### src/hdl/fgfr_pkg.sv
`default_nettype none
// ----------------------------------------------------------------------------
// fgfr_pkg: shared types, codes and glyph ROM of the glyph frame renderer
// Command and job codes, register index, the job record passed from the
// front end to the draw engine, and the 5x7 font with its code lookup.
// ----------------------------------------------------------------------------
package fgfr_pkg;

  // Signed pixel x of a job; covers the line origin plus the widest cell offset
  localparam int X_W = 12;

  localparam logic [1:0] CMD_CLEAR   = 2'd0;
  localparam logic [1:0] CMD_CELL    = 2'd1;
  localparam logic [1:0] CMD_MARQUEE = 2'd2;
  localparam logic [1:0] CMD_READ    = 2'd3;

  localparam logic [1:0] OP_CLEAR = 2'd0;
  localparam logic [1:0] OP_DRAW  = 2'd1;
  localparam logic [1:0] OP_READ  = 2'd2;
  localparam logic [1:0] OP_SKIP  = 2'd3;

  localparam logic [0:0] REG_MARQUEE_PERIOD = 1'b0;
  localparam logic [9:0] MARQUEE_PERIOD_RESET = 10'd420;

  localparam int GLYPH_COUNT = 39;

  // Column 0 in the top byte; bit r of a column is row r below the top
  localparam logic [39:0] GLYPH_ROM [GLYPH_COUNT] = '{
    40'h0000000000, 40'h0036360000, 40'h3E5149493E, 40'h00427F4000,
    40'h6251494946, 40'h2249494936, 40'h1814127F10, 40'h2745454539,
    40'h3C4A494930, 40'h0171090503, 40'h3649494936, 40'h064949291E,
    40'h7F0808087F, 40'h3854545418, 40'h00007F4040, 40'h1C2222221C,
    40'h3E4141413E, 40'h7F40404040, 40'h7F49494941, 40'h1F2040201F,
    40'h6314081463, 40'h7C08040408, 40'h384444487F, 40'h01017F0101,
    40'h464949291E, 40'h00417F4100, 40'h7F0408107F, 40'h3E4149497A,
    40'h2054545478, 40'h7F0204027F, 40'h7F08141408, 40'h3F4040403F,
    40'h7F49494936, 40'h7F08142241, 40'h3E41414122, 40'h7F09090901,
    40'h0304780403, 40'h22147F1422, 40'h0808080808
  };

  typedef struct packed {
    logic [1:0]            op;
    logic [5:0]            glyph;
    logic signed [X_W-1:0] x0;
    logic signed [X_W-1:0] x1;
    logic                  two_pass;
    logic [5:0]            y_top;
    logic [9:0]            addr;
  } job_t;

  // Unknown codes map to the blank glyph at index zero
  function automatic logic [5:0] glyph_index(input logic [7:0] code);
    logic [5:0] idx;
    unique case (code)
      8'h20:   idx = 6'd0;
      8'h3A:   idx = 6'd1;
      8'h30:   idx = 6'd2;
      8'h31:   idx = 6'd3;
      8'h32:   idx = 6'd4;
      8'h33:   idx = 6'd5;
      8'h34:   idx = 6'd6;
      8'h35:   idx = 6'd7;
      8'h36:   idx = 6'd8;
      8'h37:   idx = 6'd9;
      8'h38:   idx = 6'd10;
      8'h39:   idx = 6'd11;
      8'h48:   idx = 6'd12;
      8'h65:   idx = 6'd13;
      8'h6C:   idx = 6'd14;
      8'h6F:   idx = 6'd15;
      8'h4F:   idx = 6'd16;
      8'h4C:   idx = 6'd17;
      8'h45:   idx = 6'd18;
      8'h56:   idx = 6'd19;
      8'h57:   idx = 6'd20;
      8'h72:   idx = 6'd21;
      8'h64:   idx = 6'd22;
      8'h54:   idx = 6'd23;
      8'h53:   idx = 6'd24;
      8'h49:   idx = 6'd25;
      8'h4E:   idx = 6'd26;
      8'h47:   idx = 6'd27;
      8'h41:   idx = 6'd28;
      8'h4D:   idx = 6'd29;
      8'h50:   idx = 6'd30;
      8'h55:   idx = 6'd31;
      8'h42:   idx = 6'd32;
      8'h4B:   idx = 6'd33;
      8'h43:   idx = 6'd34;
      8'h46:   idx = 6'd35;
      8'h59:   idx = 6'd36;
      8'h2A:   idx = 6'd37;
      8'h2D:   idx = 6'd38;
      default: idx = 6'd0;
    endcase
    return idx;
  endfunction

  function automatic logic [6:0] glyph_column(input logic [5:0] idx, input logic [2:0] col);
    logic [39:0] g;
    g = (int'(idx) < GLYPH_COUNT) ? GLYPH_ROM[idx] : 40'h0;
    if (col > 3'd4) begin
      return 7'h00;
    end
    return g[8*(4-int'(col)) +: 7];
  endfunction

endpackage
`default_nettype wire

### src/hdl/fgfr_front.sv
`default_nettype none
// ----------------------------------------------------------------------------
// fgfr_front: command intake and classification
// Takes one command, looks up its glyph, works out pixel x positions (with a
// bit-serial scroll remainder for marquee draws) and queues the job.
// ----------------------------------------------------------------------------
module fgfr_front #(
  parameter int CELL_WIDTH = 7
) (
  input  wire logic                 clk,
  input  wire logic                 rst,
  input  wire logic                 init_busy,
  input  wire logic [9:0]           marquee_period,
  input  wire logic                 in_valid,
  output logic                      in_stall,
  input  wire logic [1:0]           command,
  input  wire logic [7:0]           char_code,
  input  wire logic signed [10:0]   x_origin,
  input  wire logic [5:0]           cell_index,
  input  wire logic [5:0]           y_top,
  input  wire logic [9:0]           scroll_amount,
  input  wire logic [9:0]           read_address,
  output logic                      push,
  output fgfr_pkg::job_t            push_job,
  input  wire logic                 full
);

  localparam int XW = fgfr_pkg::X_W;

  localparam logic [1:0] F_IDLE = 2'd0;
  localparam logic [1:0] F_MOD  = 2'd1;
  localparam logic [1:0] F_PUSH = 2'd2;

  localparam logic [3:0] MOD_LAST = 4'd9;

  logic [1:0]  state;
  logic [1:0]  cmd;
  logic [7:0]  code;
  logic [10:0] xo;
  logic [5:0]  cell_idx;
  logic [5:0]  ytop;
  logic [9:0]  sc;
  logic [9:0]  addr;
  logic [9:0]  rem;
  logic [3:0]  cnt;

  logic          accept;
  logic [10:0]   trial;
  logic          trial_ge;
  logic [9:0]    rem_next;
  logic [XW-1:0] cell_off;
  logic [XW-1:0] x_cell;
  logic [XW-1:0] x_mq;
  logic [XW-1:0] x_mq1;

  assign in_stall = (state != F_IDLE) || init_busy;
  assign accept   = in_valid && !in_stall;
  assign push     = (state == F_PUSH) && !full;

  // One remainder bit per cycle, MSB of the scroll first
  assign trial    = {rem, sc[9]};
  assign trial_ge = (trial >= {1'b0, marquee_period});
  assign rem_next = trial_ge ? 10'(trial - {1'b0, marquee_period}) : trial[9:0];

  always_ff @(posedge clk) begin
    if (rst) begin
      state <= F_IDLE;
    end else begin
      unique case (state)
        F_IDLE: begin
          if (accept) begin
            state <= (command == fgfr_pkg::CMD_MARQUEE && marquee_period != '0)
                     ? F_MOD : F_PUSH;
          end
        end
        F_MOD: begin
          if (cnt == MOD_LAST) begin
            state <= F_PUSH;
          end
        end
        F_PUSH: begin
          if (!full) begin
            state <= F_IDLE;
          end
        end
        default: state <= F_IDLE;
      endcase
    end
  end

  always_ff @(posedge clk) begin
    if (accept) begin
      cmd      <= command;
      code     <= char_code;
      xo       <= x_origin;
      cell_idx <= cell_index;
      ytop     <= y_top;
      sc       <= scroll_amount;
      addr     <= read_address;
      rem      <= '0;
      cnt      <= '0;
    end else if (state == F_MOD) begin
      rem <= rem_next;
      sc  <= {sc[8:0], 1'b0};
      cnt <= cnt + 1'b1;
    end
  end

  assign cell_off = XW'(int'(cell_idx) * CELL_WIDTH);
  assign x_cell   = {{(XW-11){xo[10]}}, xo} + cell_off;
  assign x_mq     = cell_off - {{(XW-10){1'b0}}, rem};
  assign x_mq1    = x_mq + {{(XW-10){1'b0}}, marquee_period};

  always_comb begin
    push_job.glyph    = fgfr_pkg::glyph_index(code);
    push_job.y_top    = ytop;
    push_job.addr     = addr;
    push_job.x0       = x_cell;
    push_job.x1       = x_mq1;
    push_job.two_pass = 1'b0;
    case (cmd)
      fgfr_pkg::CMD_CLEAR: push_job.op = fgfr_pkg::OP_CLEAR;
      fgfr_pkg::CMD_CELL:  push_job.op = fgfr_pkg::OP_DRAW;
      fgfr_pkg::CMD_MARQUEE: begin
        push_job.op       = (marquee_period == '0) ? fgfr_pkg::OP_SKIP : fgfr_pkg::OP_DRAW;
        push_job.x0       = x_mq;
        push_job.two_pass = 1'b1;
      end
      default: push_job.op = fgfr_pkg::OP_READ;
    endcase
  end

endmodule
`default_nettype wire

### config.mk
export PLATFORM = sky130hd
export DESIGN_NAME = fgfr_front
export DESIGN_NICKNAME = d
export VERILOG_FILES = /design/src/hdl/fgfr_pkg.sv /design/src/hdl/fgfr_front.sv
export SDC_FILE = /design/constraint.sdc
export NUM_CORES = 1
export LEC_CHECK = 0
export ABC_AREA = 1
export CAP_MARGIN = 20
export CORE_MARGIN = 2
export CORE_UTILIZATION = 25
export CTS_CLUSTER_DIAMETER = 120
export DETAILED_ROUTE_END_ITERATION = 6
export DONT_BUFFER_PORTS = 1
export PLACE_DENSITY = 0.49
export SKIP_CTS_REPAIR_TIMING = 1
export SLEW_MARGIN = 30
export SYNTH_ARGS = -nofsm -noshare
export SYNTH_HDL_FRONTEND = slang
export SYNTH_SLANG_ARGS = --single-unit
### constraint.sdc
create_clock -name clk -period 4.4 [get_ports clk]
set_input_delay 0.22 -clock clk [delete_from_list [all_inputs] [get_ports clk]]
set_output_delay 0.22 -clock clk [all_outputs]
set_load 0.05 [all_outputs]
Word level (Yosys, flattened, before mapping). Memories as Yosys holds them, arrays and structs flattened. A register that Yosys moved wholly into a read port is not among the register bits. Index checks and enable logic that the tools add are counted.

ROM bits: 768. Word-level logic and storage cells: 54. Memories: 1. Flip-flop bits (word level): 69. Input bits: 68.

Memory list: (no name shown) (words 128, bits a word 6, rd ports 1, clocked after Yosys merged registers in 1, wr ports 0, RTL line fgfr_pkg.sv:54) `unique case (code)`.

Multipliers: 1. Reduce and logical (&&, ||, !) cells: 13. Add/sub/neg operators: 5. Eq/ne operators: 9. Mux-type cells: 14. $lt $le $gt $ge: 1.

Operators by type and width (count): 10-bit 2-to-1 mux (3); 11-bit by 10-bit adder with 12-bit output (1); 11-bit by 11-bit adder with 12-bit output (1); 12-bit 2-to-1 mux (1); 2-bit one-hot mux with 3 select lines (2); 11-bit by 10-bit greater-or-equal comparator with 1-bit output (1); 9-bit by 10-bit subtractor with 11-bit output (1); 10-bit logical NOT (1); 2-bit 2-to-1 mux (5); 10-bit nonzero test (1); 10-bit subtractor (1); 6-bit by 3-bit multiplier with 9-bit output (second input constant) (1); 7-bit 2-to-1 mux (1); 2-bit == test (second input constant) (3); 6-bit 2-to-1 mux (1); 2-bit != test (second input constant) (3); 4-bit by 1-bit adder with 4-bit output (second input constant) (1); 2-bit by 1-bit == test with 1-bit output (second input constant) (2); 4-bit == test (second input constant) (1); 2-bit logical NOT (2); 2-bit nonzero test (2); 1-bit logical AND (3); 3-bit AND reduction (1); 1-bit logical NOT (2); 2 further kinds (2).

Longest topological paths before layout.
Depth in word-level cells: 6. Depth in mapped cells: 22. Mapped depth without buffers: 22.

Least setup slack after synthesis. OpenSTA, ideal clock, no wires.

Path kind: register -> output. Start: register cell_idx[0]. End: output push_job[28] (netlist bit). Arrival time: 4.568 ns. Path buffers: 0. Cell stages (with the launch flop): 20. Path slack: -0.388 ns. Cell sequence: edfxtp_1 > fa_1 > ha_1 > inv_1 > fa_1 > xnor2_1 > ha_1 > inv_1 > nor3_1 > nand2_1 > nand3_1 > nand2_1 > nand2_1 > xor2_1 > ha_1 > inv_1 > nor3_1 > nand3_1 > nand4_1 > a211oi_1.

RTL lines: start, declared (RTL line fgfr_front.sv:40) `logic [5:0] cell_idx;`; start signal, assigned (RTL line fgfr_front.sv:96) `cell_idx <= cell_index;`; end, declared (RTL line fgfr_front.sv:24) `output fgfr_pkg::job_t push_job,`.

==> impl_metrics.ini <==
[status]
status = finished with violations
violations = setup timing

[critical_path]
worstSetupStartpointType = flip-flop
crit_type = flip-flop to primary output
cp.required_ns = 4.18
ff2ff_path_depth = 12
arrival_ns = 4.44
cp_max_fo = 6
endpoint_kind = primary output

[timing]
min_period_over_period = 1.06
rsz0062_at_grt = yes
period_needed_ns = 4.66
finalSetupViolations = 6
hold_viol = 0
tns_ns = -0.862
maxSlewHeadroom = 0.318
slew_violations = 0
tightest_slew_ns = 1.02
timing.hold.ws_ns = 0.0322
fmax_mhz = 215
fin_ws_ns = -0.256
skew_ns = 0.00886

[yosys]
ys.flop_type = edfxtp_1
synth_seq_cells = 75
yosysMostFrequentCell = nand2_1
yosysWarnings = 0
avgSynthCellArea_um2 = 7.78
yosys.area.top_type_share = 0.271
syn_inst = 754
ys_top_cells_by_count = 208 x nand2_1, 105 x inv_1, 58 x ha_1
synth-async-reset-ratio = 0
synth_nets = 890
syn-cell-area_mm2 = 0.00587
synth_area_leaders = edfxtp_1 27%, nand2_1 13%, ha_1 12%
synth_edf_count = 53
synth_cell_types = 43
synth.yosys.seq_area_share = 0.346
yosysTopAreaCell = edfxtp_1

[floorplan]
fp-row-count = 56
fp.coreArea_mm2 = 0.0233
io_pins = 119
die_area_mm2 = 0.0247
start_util = 0.252
dieWidth_um = 157
dieHeight_um = 157

[placement]
dp_hpwl_mm = 12.8
gp_congestion = 0.885
io_buffers = 0

[power]
max-vdd-ir-drop_mv = 0.539
p_per_area_mw_per_mm2 = 528
p_leak_nw = 3.48

[cts]
cts_tree = built
clk_latency_ns = 0.34
cts.sinks = 75
cts_root_buf = clkbuf_16
numCtsBuffers = 9
h-tree-depth = 3
clk_pin_slew_ns = 0.07
clockBufferDepth = 2

[global_route]
grt_pass1_wl_mm = 25.1
grt_antenna_before_repair = 1
grt_max_degree = 34
grt_usage = 0.131
grt_overflow_total = 0
grt_pass1_vias = 4937

[finish]
syn_to_final_growth_pct = 35.2
fin_nets = 990
drive_gt1_frac = 0.196

[routing]
drc = 0
routed_wl_mm = 16.8
firstDrtPassIters = 4
wl_met3_mm = 1.04
wl_met1_mm = 7.55
avgViaCountPerCell = 4.44
wl_per_cell_um = 14.3
antenna_left = 0
vias = 5242
highest_layer = met4
met2WireLength_mm = 8.03
drtIter0Drc = 169

[hold_path]
hold_path_class = input pin to flip-flop
holdPathStages = 3

[flow_run]
drv_cap = 0
[per-stage QoR]
step / utilization / std cells / power, W / cell area (um^2) / worst slack [ns]
global placement: 0.285 / 1109 / 0.00302 / 6620 / -0.0841
finish: 0.341 / 1180 / 0.00419 / 7930 / -0.256
floorplan: - / 754 / 0.00235 / 5900 / -0.0368
detailed placement: 0.285 / 1109 / 0.00301 / 6620 / -0.160
global route: 0.341 / 1179 / 0.00443 / 7930 / -0.511
CTS: 0.298 / 1125 / 0.00382 / 6930 / -0.523
[cell usage in the layout, fill, tap and decap left out, types with 18 or more instances in the layout]
cell type and count:
nand2_1 194, inv_1 97, edfxtp_1 53, nand3_1 47, buf_4 46, ha_1 43, dlygate4sd3_1 43, nor2_1 41
a21oi_1 40, o21ai_0 24, dfxtp_1 22, nand2_2 18
[state kept, by name, summed over array words and instances (netlist names), named ones only]
| register | cells |
|---|---|
| cnt | 4 |
| rem | 10 |
| xo | 11 |
| ytop | 6 |
| code | 8 |
| addr | 10 |
| sc | 10 |
| state | 2 |
| cell_idx | 6 |
| cmd | 2 |
[power by group]
group / internal (W) / switching [W]
Clock: 0.000450 / 0.000340
Sequential: 0.000806 / 0.0000495
Combinational: 0.00101 / 0.00154
[logic make-up (layout without fill, tap and decap cells)]
family | count (synthesis) | after routing | synth area share
simple gates | 353 | 353 | 0.266
buf+inv | 119 | 224 | 0.0791
compound gates | 110 | 110 | 0.107
flops | 75 | 75 | 0.346
fa+ha+maj | 68 | 68 | 0.158
xor+xnor | 29 | 29 | 0.0433
other cells | 0 | 2 | 0
[worst max-delay path, stage by stage, from the launching register on]
cell and delay, ns:
edfxtp_1 0.45, fa_1 0.53, ha_2 0.19, inv_2 0.04, fa_2 0.35, buf_6 0.14
xnor2_4 0.12, ha_4 0.30, nand2_2 0.08, nor3_4 0.19, nand2_1 0.09, nand3_2 0.12
nand2_2 0.07, nand2_2 0.11, xor2_4 0.20, ha_4 0.25, inv_1 0.07, nor3_2 0.05
nand2_1 0.07, nand4_1 0.20, a211oi_2 0.29, buf_6 0.19
[area by class of cell]
cell class | instances | area (um^2)
clock buffers | 9 | 225
repair buffers | 97 | 901
well taps | 319 | 399
inverters | 111 | 417
clock inverters | 7 | 83.8
multi-input cells | 560 | 3870
fillers | 2482 | 15300
flip-flops and latches | 75 | 2030
diodes | 2 | 5.00
[worst paths after layout]
kind	from	to	slack [ns]
hold reg to reg	cnt[3]	cnt[3]	0.48
hold / removal	rst	state[1]	0.03
setup / recovery	cell_idx[1]	push_job[28]	-0.26
setup reg to reg	state[1]	flip-flop	1.63
[per-layer routing]
layer  up-vias  GRT usage
met2       143      0.217
met1      2390      0.162
met4         0     0.0381
met5         -          0
met3        19     0.0430
li1       2690          -
(Power assumes the default switching activity.)
