### src/hdl/fgfr_pkg.sv
`default_nettype none
// ----------------------------------------------------------------------------
// fgfr_pkg: shared types, codes and glyph ROM of the glyph frame renderer
// Command and job codes, register index, the job record passed from the
// front end to the draw engine, and the 5x7 font with its code lookup.
// ----------------------------------------------------------------------------
package fgfr_pkg;

  // Signed pixel x of a job; covers the line origin plus the widest cell offset
  localparam int X_W = 12;

  localparam logic [1:0] CMD_CLEAR   = 2'd0;
  localparam logic [1:0] CMD_CELL    = 2'd1;
  localparam logic [1:0] CMD_MARQUEE = 2'd2;
  localparam logic [1:0] CMD_READ    = 2'd3;

  localparam logic [1:0] OP_CLEAR = 2'd0;
  localparam logic [1:0] OP_DRAW  = 2'd1;
  localparam logic [1:0] OP_READ  = 2'd2;
  localparam logic [1:0] OP_SKIP  = 2'd3;

  localparam logic [0:0] REG_MARQUEE_PERIOD = 1'b0;
  localparam logic [9:0] MARQUEE_PERIOD_RESET = 10'd420;

  localparam int GLYPH_COUNT = 39;

  // Column 0 in the top byte; bit r of a column is row r below the top
  localparam logic [39:0] GLYPH_ROM [GLYPH_COUNT] = '{
    40'h0000000000, 40'h0036360000, 40'h3E5149493E, 40'h00427F4000,
    40'h6251494946, 40'h2249494936, 40'h1814127F10, 40'h2745454539,
    40'h3C4A494930, 40'h0171090503, 40'h3649494936, 40'h064949291E,
    40'h7F0808087F, 40'h3854545418, 40'h00007F4040, 40'h1C2222221C,
    40'h3E4141413E, 40'h7F40404040, 40'h7F49494941, 40'h1F2040201F,
    40'h6314081463, 40'h7C08040408, 40'h384444487F, 40'h01017F0101,
    40'h464949291E, 40'h00417F4100, 40'h7F0408107F, 40'h3E4149497A,
    40'h2054545478, 40'h7F0204027F, 40'h7F08141408, 40'h3F4040403F,
    40'h7F49494936, 40'h7F08142241, 40'h3E41414122, 40'h7F09090901,
    40'h0304780403, 40'h22147F1422, 40'h0808080808
  };

  typedef struct packed {
    logic [1:0]            op;
    logic [5:0]            glyph;
    logic signed [X_W-1:0] x0;
    logic signed [X_W-1:0] x1;
    logic                  two_pass;
    logic [5:0]            y_top;
    logic [9:0]            addr;
  } job_t;

  // Unknown codes map to the blank glyph at index zero
  function automatic logic [5:0] glyph_index(input logic [7:0] code);
    logic [5:0] idx;
    unique case (code)
      8'h20:   idx = 6'd0;
      8'h3A:   idx = 6'd1;
      8'h30:   idx = 6'd2;
      8'h31:   idx = 6'd3;
      8'h32:   idx = 6'd4;
      8'h33:   idx = 6'd5;
      8'h34:   idx = 6'd6;
      8'h35:   idx = 6'd7;
      8'h36:   idx = 6'd8;
      8'h37:   idx = 6'd9;
      8'h38:   idx = 6'd10;
      8'h39:   idx = 6'd11;
      8'h48:   idx = 6'd12;
      8'h65:   idx = 6'd13;
      8'h6C:   idx = 6'd14;
      8'h6F:   idx = 6'd15;
      8'h4F:   idx = 6'd16;
      8'h4C:   idx = 6'd17;
      8'h45:   idx = 6'd18;
      8'h56:   idx = 6'd19;
      8'h57:   idx = 6'd20;
      8'h72:   idx = 6'd21;
      8'h64:   idx = 6'd22;
      8'h54:   idx = 6'd23;
      8'h53:   idx = 6'd24;
      8'h49:   idx = 6'd25;
      8'h4E:   idx = 6'd26;
      8'h47:   idx = 6'd27;
      8'h41:   idx = 6'd28;
      8'h4D:   idx = 6'd29;
      8'h50:   idx = 6'd30;
      8'h55:   idx = 6'd31;
      8'h42:   idx = 6'd32;
      8'h4B:   idx = 6'd33;
      8'h43:   idx = 6'd34;
      8'h46:   idx = 6'd35;
      8'h59:   idx = 6'd36;
      8'h2A:   idx = 6'd37;
      8'h2D:   idx = 6'd38;
      default: idx = 6'd0;
    endcase
    return idx;
  endfunction

  function automatic logic [6:0] glyph_column(input logic [5:0] idx, input logic [2:0] col);
    logic [39:0] g;
    g = (int'(idx) < GLYPH_COUNT) ? GLYPH_ROM[idx] : 40'h0;
    if (col > 3'd4) begin
      return 7'h00;
    end
    return g[8*(4-int'(col)) +: 7];
  endfunction

endpackage
`default_nettype wire

### src/hdl/fgfr_fifo.sv
`default_nettype none
// ----------------------------------------------------------------------------
// fgfr_fifo: job queue between front end and draw engine
// Small register FIFO of decoded jobs; head is valid whenever not empty.
// ----------------------------------------------------------------------------
module fgfr_fifo #(
  parameter int DEPTH = 4
) (
  input  wire logic          clk,
  input  wire logic          rst,
  input  wire logic          push,
  input  fgfr_pkg::job_t     push_job,
  output logic               full,
  input  wire logic          pop,
  output fgfr_pkg::job_t     head,
  output logic               empty
);

  localparam int IW = $clog2(DEPTH);
  localparam int CW = $clog2(DEPTH + 1);

  fgfr_pkg::job_t entries [DEPTH];
  logic [IW-1:0]  wr_ptr;
  logic [IW-1:0]  rd_ptr;
  logic [CW-1:0]  count;

  assign full  = (count == CW'(DEPTH));
  assign empty = (count == '0);
  assign head  = entries[rd_ptr];

  always_ff @(posedge clk) begin
    if (rst) begin
      wr_ptr <= '0;
      rd_ptr <= '0;
      count  <= '0;
    end else begin
      if (push) begin
        entries[wr_ptr] <= push_job;
        wr_ptr <= (wr_ptr == IW'(DEPTH - 1)) ? '0 : wr_ptr + 1'b1;
      end
      if (pop) begin
        rd_ptr <= (rd_ptr == IW'(DEPTH - 1)) ? '0 : rd_ptr + 1'b1;
      end
      if (push && !pop) begin
        count <= count + 1'b1;
      end else if (pop && !push) begin
        count <= count - 1'b1;
      end
    end
  end

endmodule
`default_nettype wire

### config.mk
export PLATFORM = sky130hd
export DESIGN_NAME = fgfr_fifo
export DESIGN_NICKNAME = d
export VERILOG_FILES = /design/src/hdl/fgfr_pkg.sv /design/src/hdl/fgfr_fifo.sv
export SDC_FILE = /design/constraint.sdc
export NUM_CORES = 1
export LEC_CHECK = 0
export BUFFER_PORTS_ARGS = -buffer_cell sky130_fd_sc_hd__buf_4
export CORE_AREA = 5 5 88 171
export DETAILED_ROUTE_END_ITERATION = 16
export DIE_AREA = 0 0 93 176
export HOLD_SLACK_MARGIN = 0.06
export PLACE_DENSITY_LB_ADDON = 0.15
export REMOVE_ABC_BUFFERS = 1
export SKIP_CTS_REPAIR_TIMING = 1
export SLEW_MARGIN = 20
export SYNTH_ARGS = -nofsm -noshare
export SYNTH_HDL_FRONTEND = slang
export SYNTH_SLANG_ARGS = --single-unit
export TNS_END_PERCENT = 5
### constraint.sdc
create_clock -name clk -period 3.1 [get_ports clk]
set_input_delay 0.62 -clock clk [delete_from_list [all_inputs] [get_ports clk]]
set_output_delay 0.62 -clock clk [all_outputs]
set_load 0.05 [all_outputs]
* Word-level counts from Yosys, hierarchy flattened
Memories as Yosys holds them, arrays and structs flattened. A register that Yosys moved wholly into a read port is not among the register bits. Index checks and enable logic that the tools add are counted.
Operators by class: muxes and demuxes 9, reduce and logical (&&, ||, !) cells 6, add/subtract/negate cells 4, equality and inequality tests 3
Operator list (count):
- $mux W2 | 4
- $mux W3 | 2
- $add A2 B1 Y2 const B | 2
- $eq A2 B2 Y1 const B | 2
- $add A3 B1 Y3 const B | 1
- $eq A3 B3 Y1 const B | 1
- $logic_not A3 Y1 | 1
- $mux W1 | 3
- $sub A3 B1 Y3 const B | 1
- $logic_and A1 B1 Y1 | 2
- $logic_not A1 Y1 | 2
- $reduce_bool A2 Y1 | 1
Word-level totals: logic and storage cells 26, input port bits 53, register bits after elaboration 7, bits in writable memories 196, output and inout port bits 51, memories kept 1
Memories:
- entries | depth 4, width 49, rd ports 1, clocked after Yosys merged registers in 1, wr ports 1, line fgfr_fifo.sv:22 | fgfr_pkg::job_t entries [DEPTH];

* Logic depth before layout (Yosys ltp)
Gate-level depths: netlist of the first run.
word-level depth 4, mapped depth 7, mapped depth without buffers 7

* Least setup slack after synthesis of the first run
No wires, ideal clock.
path type input port to flip-flop, start point input rst, end point memory entries[0][0] (netlist name) (enable), path slack 535 ps, library setup time 412 ps, arrival time 2154 ps, stages 3, path buffers 1, path through clkbuf_1 > nor2b_1 > and2_1
On the way: word-level cells in the longest chain between the ends 2
RTL lines:
- from (decl) | line fgfr_fifo.sv:10 | input wire logic rst,
- $mux W1 | line fgfr_fifo.sv:32 | if (rst) begin
- $mux W1 (implied by the code) | line fgfr_fifo.sv:38 | entries[wr_ptr] <= push_job;
- to (decl) | line fgfr_fifo.sv:22
No other way between the ends.

==> flow_summary_export.csv, run 1 <==
group,metric,value,unit
global_route,antenna_found_initial,0,
logic_synthesis,synthCells,302,
global_route,grt-busiest-layer,"met2",
die,die_area,16400,um^2
timing,finalSetupTns,0,ns
route,drc,0,
worst_setup_path,cp_cell_sequence,"buf_4 > mux4_2 > buf_4",
logic_synthesis,synth_edf_count,196,
logic_synthesis,synth-async-reset-ratio,0,%
logic_synthesis,ys_types,23,
status,status,"completed",
logic_synthesis,yosysMostFrequentCell,"edfxtp_1",
power_and_ir_drop,ir_worst_vdd,0.000606,V
logic_synthesis,ys_seq_area_share,80.4,%
timing,finalCriticalPeriod,2.76,ns
timing,setup_viol,0,
worst_setup_path,reg2regPathDepth,4,
logic_synthesis,ys_ff_latch,205,
worst_setup_path,cp_slowest_cell,"dfxtp_4",
final_layout,antenna_cells,0,
final_layout,drive_gt1_share,43.7,%
global_route,grt_use_met1,18.9,%
clock_network,clk_pin_slew,0.07,ns
place,io_buffers,103,
timing,worstMarginPinSlew,0.426,ns
logic_synthesis,ys_top_cells_by_area,"edfxtp_1 78%, mux4_2 14%, dfxtp_1 2.4%",
worst_setup_path,reg2reg_slack,1.51,ns
die,die_x,93,um
logic_synthesis,synth_warnings,0,
global_route,use_met2,31.8,%
power_and_ir_drop,power.density_cell_area,659,nW/um^2
route,detail-route-antenna-nets,0,
logic_synthesis,yosysTopAreaCellShare,78.0,%
logic_synthesis,synth_common_cells,"196 x edfxtp_1, 47 x mux4_2, 9 x dfxtp_1",
global_route,grt_first_pass_wirelength,21000,um
logic_synthesis,synth_top_cell_by_area,"edfxtp_1",
worst_setup_path,crit_path_start_kind,"flop",
global_route,grt_pass1_vias,3824,
route,viasPerCell,5.72,
clock_network,cts-root-buf,"clkbuf_16",
worst_setup_path,crit_fanout,20,
worst_setup_path,critPathMaxStageDelay,0.61,ns
worst_setup_path,required,2.48,ns
final_layout,nets,484,
timing,drv_slew,0,
global_route,grtUsageMet3,3.88,%
route,routedWlPerCell,22.5,um
die,die_y,176,um
worst_setup_path,reg2reg_from,"wr_ptr[0]",
timing,whs,0.350,ns
worst_setup_path,crit_top_cell,"buf_4",
clock_network,cts_buffers,18,
logic_synthesis,synth.avg_cell_area,25.0,um^2
route,wirelength,13300,um
global_route,grt_max_degree,41,
timing,clock_skew,0.00703,ns
worst_setup_path,cp-end-kind,"output port",
worst_setup_path,crit-reg2reg-capture,"entries[2][44]",
power_and_ir_drop,p_leak,3.11,nW
route,route.vias.total,3377,
timing,hold_viol,0,
final_layout,areaGrowthSynthToFinish,20.8,%
die,core_area,13500,um^2
run,maxCapViolCount,0,
clock_network,htreeDepth,1,
route,drt-initial-drc-count,167,
worst_setup_path,worstSetupPathType,"reg -> out",
logic_synthesis,synth_ff_type,"edfxtp_1",
timing,slew_headroom,71.6,%
global_route,grt_usage,16.9,%
timing,rsz0062_at_grt,"no",
hold_path,holdCritPathClass,"in -> reg",
clock_network,cts_tree,"yes",
worst_setup_path,critPathCapture,"head[15]",
die,rows,60,
final_layout,fillers,872,
place,hpwl,8660,um
timing,fin_crit_sh,89.1,%
route,first_pass_iters,4,
timing,fmax,362,MHz
clock_network,clock_path_buffers,3,
place,gp_congestion,0.716,
die,io-pin-count,104,
logic_synthesis,syn_area,7540,um^2
clock_network,insertion_delay,0.46,ns
global_route,overflow,0,
worst_setup_path,cp.arrival,2.14,ns
clock_network,cts_sinks,205,
die,start_util,55.8,%
-- cells by family (layout without fill, tap and decap cells) --
logic type | Yosys count | count (layout) | synth area share, %
flip-flops | 205 | 205 | 80.4
multiplexers | 53 | 53 | 15.3
AND/OR/NAND/NOR | 16 | 16 | 1.11
buffers and inverters | 16 | 149 | 1.51
adder cells (fa/ha/maj) | 7 | 7 | 1.26
AO/OA/AOI/OAI | 3 | 3 | 0.199
XOR/XNOR | 2 | 2 | 0.232
-- cell usage in the layout, fill, tap and decap left out --
master     instances
nor3_1             1
and2_2             4
mux4_2            47
nor3b_1            2
ha_1               6
xor2_1             2
or3_1              1
edfxtp_1         196
fa_1               1
a21oi_1            2
clkbuf_1           7
clkinv_2           2
dfxtp_1            7
o21ai_0            1
nor2b_1            1
mux2i_1            4
clkbuf_16         19
buf_12             4
clkinv_1           1
mux4_1             2
inv_1              4
nor2_1             7
bufinv_16          1
inv_6              1
buf_4            110
dfxtp_2            1
dfxtp_4            1
-- critical path: cells and delay by family (launching register included) --
family | cells | cell delay, ns
flops | 1 | 0.61
buf+inv | 2 | 0.52
mux | 1 | 0.53
-- per-stage QoR --
stage	setup WS [ns]	power (W)	util, %	instance area (um^2)	instances
finish	0.339	0.00600	67.4	9110	590
global route	0.185	0.00622	67.4	9110	590
CTS	0.260	0.00607	67.4	9110	590
detailed placement	0.771	0.00398	63.3	8550	559
global placement	0.774	0.00396	63.3	8550	559
floorplan	-0.578	0.00370	-	7440	290
-- state kept, by name (all words and copies together) (netlist names), named ones only --
register / count
rd_ptr: 2
entries: 196
wr_ptr: 2
count: 3
-- routing by layer --
metal | up-vias | wire [um] | part of all wire (%)
met5 | - | 0 | 0
met1 | 1780 | 4730 | 36
met2 | 72 | 7690 | 58
met4 | 0 | 166 | 1.2
li1 | 1515 | - | -
met3 | 10 | 710 | 5.3
-- worst min path at each step --
stage,depth (start not counted),startpoint,to
2_1_floorplan,2,count[2],count[2]
3_3_place_gp,2,count[2],count[2]
3_5_place_dp,2,count[2],count[2]
4_1_cts,1,push_job[23],entries[3][23]
5_1_grt,1,push_job[17],entries[3][17]
6_report,1,push_job[11],entries[1][11]
-- final cells by class --
type,count,area (um^2),area share [%]
Clock buffer,26,502,5.51
Clock inverter,5,52.6,0.577
Inverter,4,15.0,0.165
Multi-Input combinational cell,81,1370,15.0
Sequential cell,205,6070,66.7
Tap cell,155,194,2.13
Timing Repair Buffer,114,906,9.95
-- where the power goes --
part | internal (W) | switching (W) | leakage [nW]
Clock | 0.00121 | 0.000883 | 0.270
Sequential | 0.00312 | 0.0000369 | 1.86
Combinational | 0.000278 | 0.000469 | 0.982
Total | 0.00461 | 0.00139 | 3.11
No activity file was read; power rests on OpenSTA's default activity.
==> run 2: changes to the inputs <==
Settings changed: BUFFER_PORTS_ARGS -buffer_cell sky130_fd_sc_hd__buf_4 to not set, CORE_AREA 5 5 88 171 to 5 5 84 164, DIE_AREA 0 0 93 176 to 0 0 89 169, DONT_BUFFER_PORTS set to 1.
==> run 2 against run 1 <==
  * Sequential power about the same
  * Clock skew increased by 0.0014 ns
  * Via count decreased by 15%
  * Global-route usage decreased by 0.57 points
  * Clock power increased by 3%
  * Register-to-register slack got worse by 0.16 ns
  * Critical path type unchanged
  * First-iteration DRC count decreased by 16%
==> flow_summary_export.csv, run 2 (synthesized netlist as in run 1, its figures left out) <==
group,metric,value,unit
status,status,"completed",
hold_path,holdCritStartpoint,"rst",
global_route,overflow,0,
route,detail-route-antenna-nets,0,
timing,clock_skew,0.00847,ns
place,hpwl,7600,um
place,io_buffers,0,
die,io-pin-count,104,
final_layout,most-common-layout-cells,"196 x edfxtp_1, 47 x mux4_2, 17 x clkbuf_16",
final_layout,areaGrowthSynthToFinish,11.0,%
timing,worstMarginPinSlew,0.878,ns
route,viasPerCell,6.03,
die,rows,58,
die,die_x,89,um
hold_path,holdCritPathClass,"in -> reg",
final_layout,regArea,6070,um^2
clock_network,cts_sinks,205,
final_layout,reg.largest.list,"entries x196, count x3",
worst_setup_path,reg2reg_from,"wr_ptr[0]",
die,die_y,169,um
hold_path,whs_path_depth,1,
route,wirelength,11700,um
power_and_ir_drop,ir_worst_vdd,0.000656,V
place,placed_area,7800,um^2
worst_setup_path,crit_top_cell,"buf_12",
timing,hold_viol,0,
final_layout,antenna_cells,0,
timing,fin_ws,0.329,ns
power_and_ir_drop,power.density_cell_area,704,nW/um^2
worst_setup_path,crit_fanout,17,
final_layout,drive_gt1_share,27.7,%
power_and_ir_drop,p_leak,2.62,nW
die,start_util,60.8,%
place,gp_congestion,0.735,
final_layout,largest-register,"entries",
route,drt-initial-drc-count,140,
clock_network,cts-root-buf,"clkbuf_16",
worst_setup_path,reg2regPathDepth,4,
final_layout,nets,379,
run,maxCapViolCount,0,
timing,finalCriticalPeriod,2.77,ns
clock_network,cts_tree,"yes",
timing,setup_viol,0,
final_layout,layout_commonest_cell,"edfxtp_1",
timing,fmax,361,MHz
clock_network,cts_buffers,17,
final_layout,fillers,743,
worst_setup_path,critPathMaxStageDelay,0.68,ns
timing,fin_crit_sh,89.4,%
global_route,antenna_found_initial,0,
timing,drv_slew,0,
worst_setup_path,cp_cell_sequence,"buf_12 > buf_12 > mux4_2",
place,preCtsSetupSlack,0.770,ns
route,first_pass_iters,4,
clock_network,insertion_delay,0.46,ns
clock_network,clk_pin_slew,0.07,ns
global_route,grt_usage,16.3,%
worst_setup_path,worstSetupPathType,"reg -> out",
timing,slew_headroom,41.2,%
timing,rsz0062_at_grt,"no",
worst_setup_path,cp-end-kind,"output port",
worst_setup_path,crit_path_start_kind,"flop",
route,routedWlPerCell,24.5,um
clock_network,clock_path_buffers,3,
global_route,grt_pass1_vias,3188,
global_route,grt_max_degree,44,
final_layout,design_area,8370,um^2
worst_setup_path,cp_slowest_cell,"mux4_2",
worst_setup_path,cp.arrival,2.15,ns
final_layout,multi_input_area,1370,um^2
die,die_area,15000,um^2
die,core_area,12400,um^2
worst_setup_path,required,2.48,ns
global_route,grt_first_pass_wirelength,18100,um
route,drc,0,
clock_network,htreeDepth,1,
route,route.vias.total,2886,
final_layout,largest_reg_flops,196,
-- run 2: cell types whose count changed in the layout (fill, tap and decap cells not counted), sizes merged --
cell and change:
buf -104, bufinv +2, clkbuf -7, clkinv +1
clkinvlp +3, inv -1
-- run 2: layout make-up --
type / count / share of cell area (%)
clock buffers: 19 / 5.17
clock inverters: 10 / 1.67
inverters: 4 / 0.179
multi-input cells: 81 / 16.4
flip-flops and latches: 205 / 72.5
well taps: 150 / 2.24
repair buffers: 10 / 1.79
-- run 2: power by group --
| part | leakage (nW) | total (W) | switching (W) | internal, W |
|---|---|---|---|---|
| combinational | 0.490 | 0.000564 | 0.000408 | 0.000157 |
| clock | 0.271 | 0.00217 | 0.000901 | 0.00127 |
| sequential | 1.86 | 0.00316 | 0.0000421 | 0.00312 |
-- run 2: worst paths after layout --
kind / slack (ns) / to
setup / recovery: 0.33 / head[0]
setup reg to reg: 1.35 / entries[0][15]
hold reg to reg: 0.51 / count[2]
hold / removal: 0.22 / count[2]
-- run 2: worst max-delay path: cells and delay by family (launching register included) --
| family | cells | cell delay, ns |
|---|---|---|
| multiplexers | 1 | 0.68 |
| buffers and inverters | 2 | 0.41 |
| flip-flops | 1 | 0.55 |
-- run 2: per-stage QoR --
stage / utilization, % / setup TNS (ns) / total power (W) / hold slack, ns / std cells
3_3_place_gp: 62.8 / 0 / 0.00378 / 0.472 / 450
3_5_place_dp: 62.8 / 0 / 0.00380 / 0.506 / 450
6_report: 67.4 / 0 / 0.00589 / 0.218 / 479
5_1_grt: 67.4 / 0 / 0.00610 / 0.197 / 479
2_1_floorplan: - / -21.74 / 0.00370 / 0.460 / 290
4_1_cts: 67.4 / 0 / 0.00596 / 0.198 / 479
-- run 2: per-layer routing --
metal / GRT usage (%) / up-vias / share of wire [%]
li1: - / 1299 / -
met1: 18.3 / 1465 / 33
met2: 27.6 / 100 / 53
met3: 7.40 / 22 / 12
met4: 4.86 / 0 / 2.3
met5: 0 / - / 0
==> run 3: changes to the inputs <==
Settings changed: ABC_AREA set to 1, CORE_AREA 5 5 84 164 to 5 5 85 166, DIE_AREA 0 0 89 169 to 0 0 90 171.
==> run 3 against run 2 <==
  * Combinational power rose by 44%
  * Final cell count rose by 56%
  * Worst setup slack got worse by 0.10 ns
  * Synthesized cell count rose by 77%
  * First-iteration DRC count rose by 110%
  * Total power rose by 2.9%
  * Worst hold slack got worse by 0.0016 ns
  * Routed wire length rose by 27%
  * Critical path type unchanged
  * Critical endpoint is now head[46]
  * Largest cell class unchanged
  * Largest power group unchanged
  * Highest routed layer unchanged
==> flow_summary_export.csv, run 3 <==
group,metric,value,unit
status,status,"completed",
final_layout,reg.largest.list,"entries x196, count x3",
worst_setup_path,worstSetupPathType,"reg -> out",
power_and_ir_drop,power_frac_comb,13.4,%
logic_synthesis,synth_warnings,0,
worst_setup_path,reg2reg_slack,1.49,ns
power_and_ir_drop,power.switching,0.00152,W
timing,fmax,348,MHz
place,preCtsSetupSlack,0.724,ns
place,io_buffers,0,
route,viasPerCell,5.82,
route,detail-route-antenna-nets,0,
logic_synthesis,synth_edf_count,196,
place,hpwl,8670,um
worst_setup_path,cp-end-kind,"output port",
hold_path,holdCritStartpoint,"rst",
logic_synthesis,ys_ff_latch,205,
timing,finalCriticalPeriod,2.87,ns
final_layout,most-common-layout-cells,"196 x edfxtp_1, 106 x nor2_1, 101 x o21ai_0",
timing,worstMarginPinSlew,0.596,ns
power_and_ir_drop,p_leak,3.00,nW
place,gp_congestion,0.706,
global_route,overflow,0,
die,start_util,60.5,%
route,routedWlPerCell,19.9,um
clock_network,cts-root-buf,"clkbuf_16",
die,die_area,15400,um^2
worst_setup_path,crit-reg2reg-capture,"entries[0][4]",
worst_setup_path,required,2.48,ns
route,route.vias.total,4350,
logic_synthesis,synth_ff_type,"edfxtp_1",
logic_synthesis,ys_seq_area_share,78.6,%
final_layout,antenna_cells,0,
logic_synthesis,synth.avg_cell_area,14.5,um^2
final_layout,fillers,856,
timing,rsz0062_at_grt,"no",
timing,whs,0.217,ns
worst_setup_path,critPathCapture,"head[46]",
logic_synthesis,synthCells,534,
die,die_x,90,um
logic_synthesis,syn_area,7720,um^2
logic_synthesis,synth_xor_area_share,0.113,%
worst_setup_path,crit_path_start_kind,"flop",
timing,slew_headroom,60.3,%
power_and_ir_drop,internal_power,0.00454,W
logic_synthesis,synth_top_cell_by_area,"edfxtp_1",
run,maxCapViolCount,0,
logic_synthesis,ys_top_cells_by_area,"edfxtp_1 76%, o21ai_0 6.5%, nor2_1 5.3%",
logic_synthesis,yosysMostFrequentCell,"edfxtp_1",
final_layout,layout_commonest_cell,"edfxtp_1",
route,wirelength,14900,um
global_route,antenna_found_initial,0,
timing,setup_viol,0,
power_and_ir_drop,power.density_cell_area,687,nW/um^2
logic_synthesis,yosys-mux-area-fraction,0,%
global_route,grt_pass1_vias,4542,
clock_network,clk_pin_slew,0.07,ns
timing,fin_crit_sh,92.7,%
global_route,grt_max_degree,86,
final_layout,nets,644,
power_and_ir_drop,swShare,25.1,%
route,drt-initial-drc-count,301,
clock_network,cts_sinks,205,
logic_synthesis,synth_top_family_by_area,"compound AO/OA/AOI/OAI gates",
hold_path,holdCritPathClass,"in -> reg",
logic_synthesis,ys_types,22,
logic_synthesis,synthSimpleGateAreaFrac,5.93,%
timing,drv_slew,0,
die,die_y,171,um
global_route,grt_usage,19.1,%
route,first_pass_iters,4,
power_and_ir_drop,ir_worst_vdd,0.000582,V
logic_synthesis,synth-compound-area-share,10.8,%
logic_synthesis,yosysTopAreaCellShare,76.2,%
final_layout,final_util,69.1,%
final_layout,largest-register,"entries",
clock_network,htreeDepth,1,
worst_setup_path,reg2regPathDepth,5,
clock_network,clock_path_buffers,3,
global_route,grt_first_pass_wirelength,23400,um
logic_synthesis,synth-async-reset-ratio,0,%
timing,hold_viol,0,
clock_network,insertion_delay,0.46,ns
worst_setup_path,reg2reg_from,"wr_ptr[0]",
final_layout,drive_gt1_share,15.6,%
worst_setup_path,cp.arrival,2.25,ns
power_and_ir_drop,p_clk_share,34.6,%
logic_synthesis,synthAdderAreaFrac,1.23,%
die,io-pin-count,104,
timing,clock_skew,0.00598,ns
timing,fin_ws,0.226,ns
final_layout,largest_reg_flops,196,
route,drc,0,
clock_network,cts_buffers,18,
power_and_ir_drop,seq_power_share,52.0,%
logic_synthesis,synth_common_cells,"196 x edfxtp_1, 110 x nor2_1, 101 x o21ai_0",
final_layout,areaGrowthSynthToFinish,14.3,%
die,rows,59,
die,core_area,12800,um^2
clock_network,cts_tree,"yes",
worst_setup_path,crit_fanout,85,
-- run 3: cell count changes after synthesis, sizes merged, moves of 10 or more --
cell,before,now
o22ai,0,49
o21ai,1,102
buf,11,21
inv,4,16
mux4,49,0
nor2,7,110
-- run 3: power groups by stage --
| stage | clock (W) | sequential, W | combinational, W |
|---|---|---|---|
| floorplan | 0 | 0.00322 | 0.000540 |
| CTS | 0.00214 | 0.00315 | 0.000819 |
| global placement | 0 | 0.00321 | 0.000809 |
| global route | 0.00224 | 0.00316 | 0.000867 |
| detailed placement | 0 | 0.00321 | 0.000816 |
| finish | 0.00210 | 0.00315 | 0.000810 |
-- run 3: how the worst min path moves through the flow --
stage	to	slack, ns	cells after the start
floorplan	wr_ptr[1]	0.49	2
global placement	wr_ptr[1]	0.53	2
detailed placement	wr_ptr[1]	0.53	2
CTS	count[0]	0.21	1
global route	count[0]	0.21	1
finish	count[0]	0.22	1
-- run 3: final cells by class --
cell class	instances	area, um^2	share of cell area [%]
timing repair buffer	61	520	5.90
tap	152	190	2.15
clock inverter	7	61.3	0.695
inverter	16	65.1	0.737
clock buffer	24	494	5.60
multi-input combinational	282	1420	16.1
sequential	205	6070	68.8
-- run 3: cell families (layout without fill, tap and decap cells) --
| kind of cell | count (synthesis) | count (layout) |
|---|---|---|
| AND/OR/NAND/NOR | 120 | 120 |
| adder cells (fa/ha/maj) | 7 | 7 |
| buffers and inverters | 47 | 108 |
| flip-flops | 205 | 205 |
| AO/OA/AOI/OAI | 154 | 154 |
| XOR/XNOR | 1 | 1 |
-- run 3: stage by stage --
stage | std cells | instance area [um^2] | total power [W] | TNS [ns]
after floorplan | 503 | 7520 | 0.00376 | -64.48
after global placement | 716 | 8270 | 0.00402 | 0
after detailed placement | 716 | 8270 | 0.00403 | 0
after CTS | 747 | 8830 | 0.00611 | 0
after global routing | 747 | 8830 | 0.00626 | 0
final | 747 | 8830 | 0.00606 | 0
-- run 3: metal layers --
layer,wire (um),GRT usage [%],vias up
li1,-,-,2083
met1,5540,22.3,2071
met2,7650,33.8,171
met3,1360,5.76,25
met4,333,5.83,0
met5,0,0,-
-- run 3: critical path: stages, from the launching register on --
cell and delay, ns:
dfxtp_4 0.47, inv_6 0.44, buf_4 0.29, o21ai_0 0.11, o22ai_1 0.18, buf_4 0.23
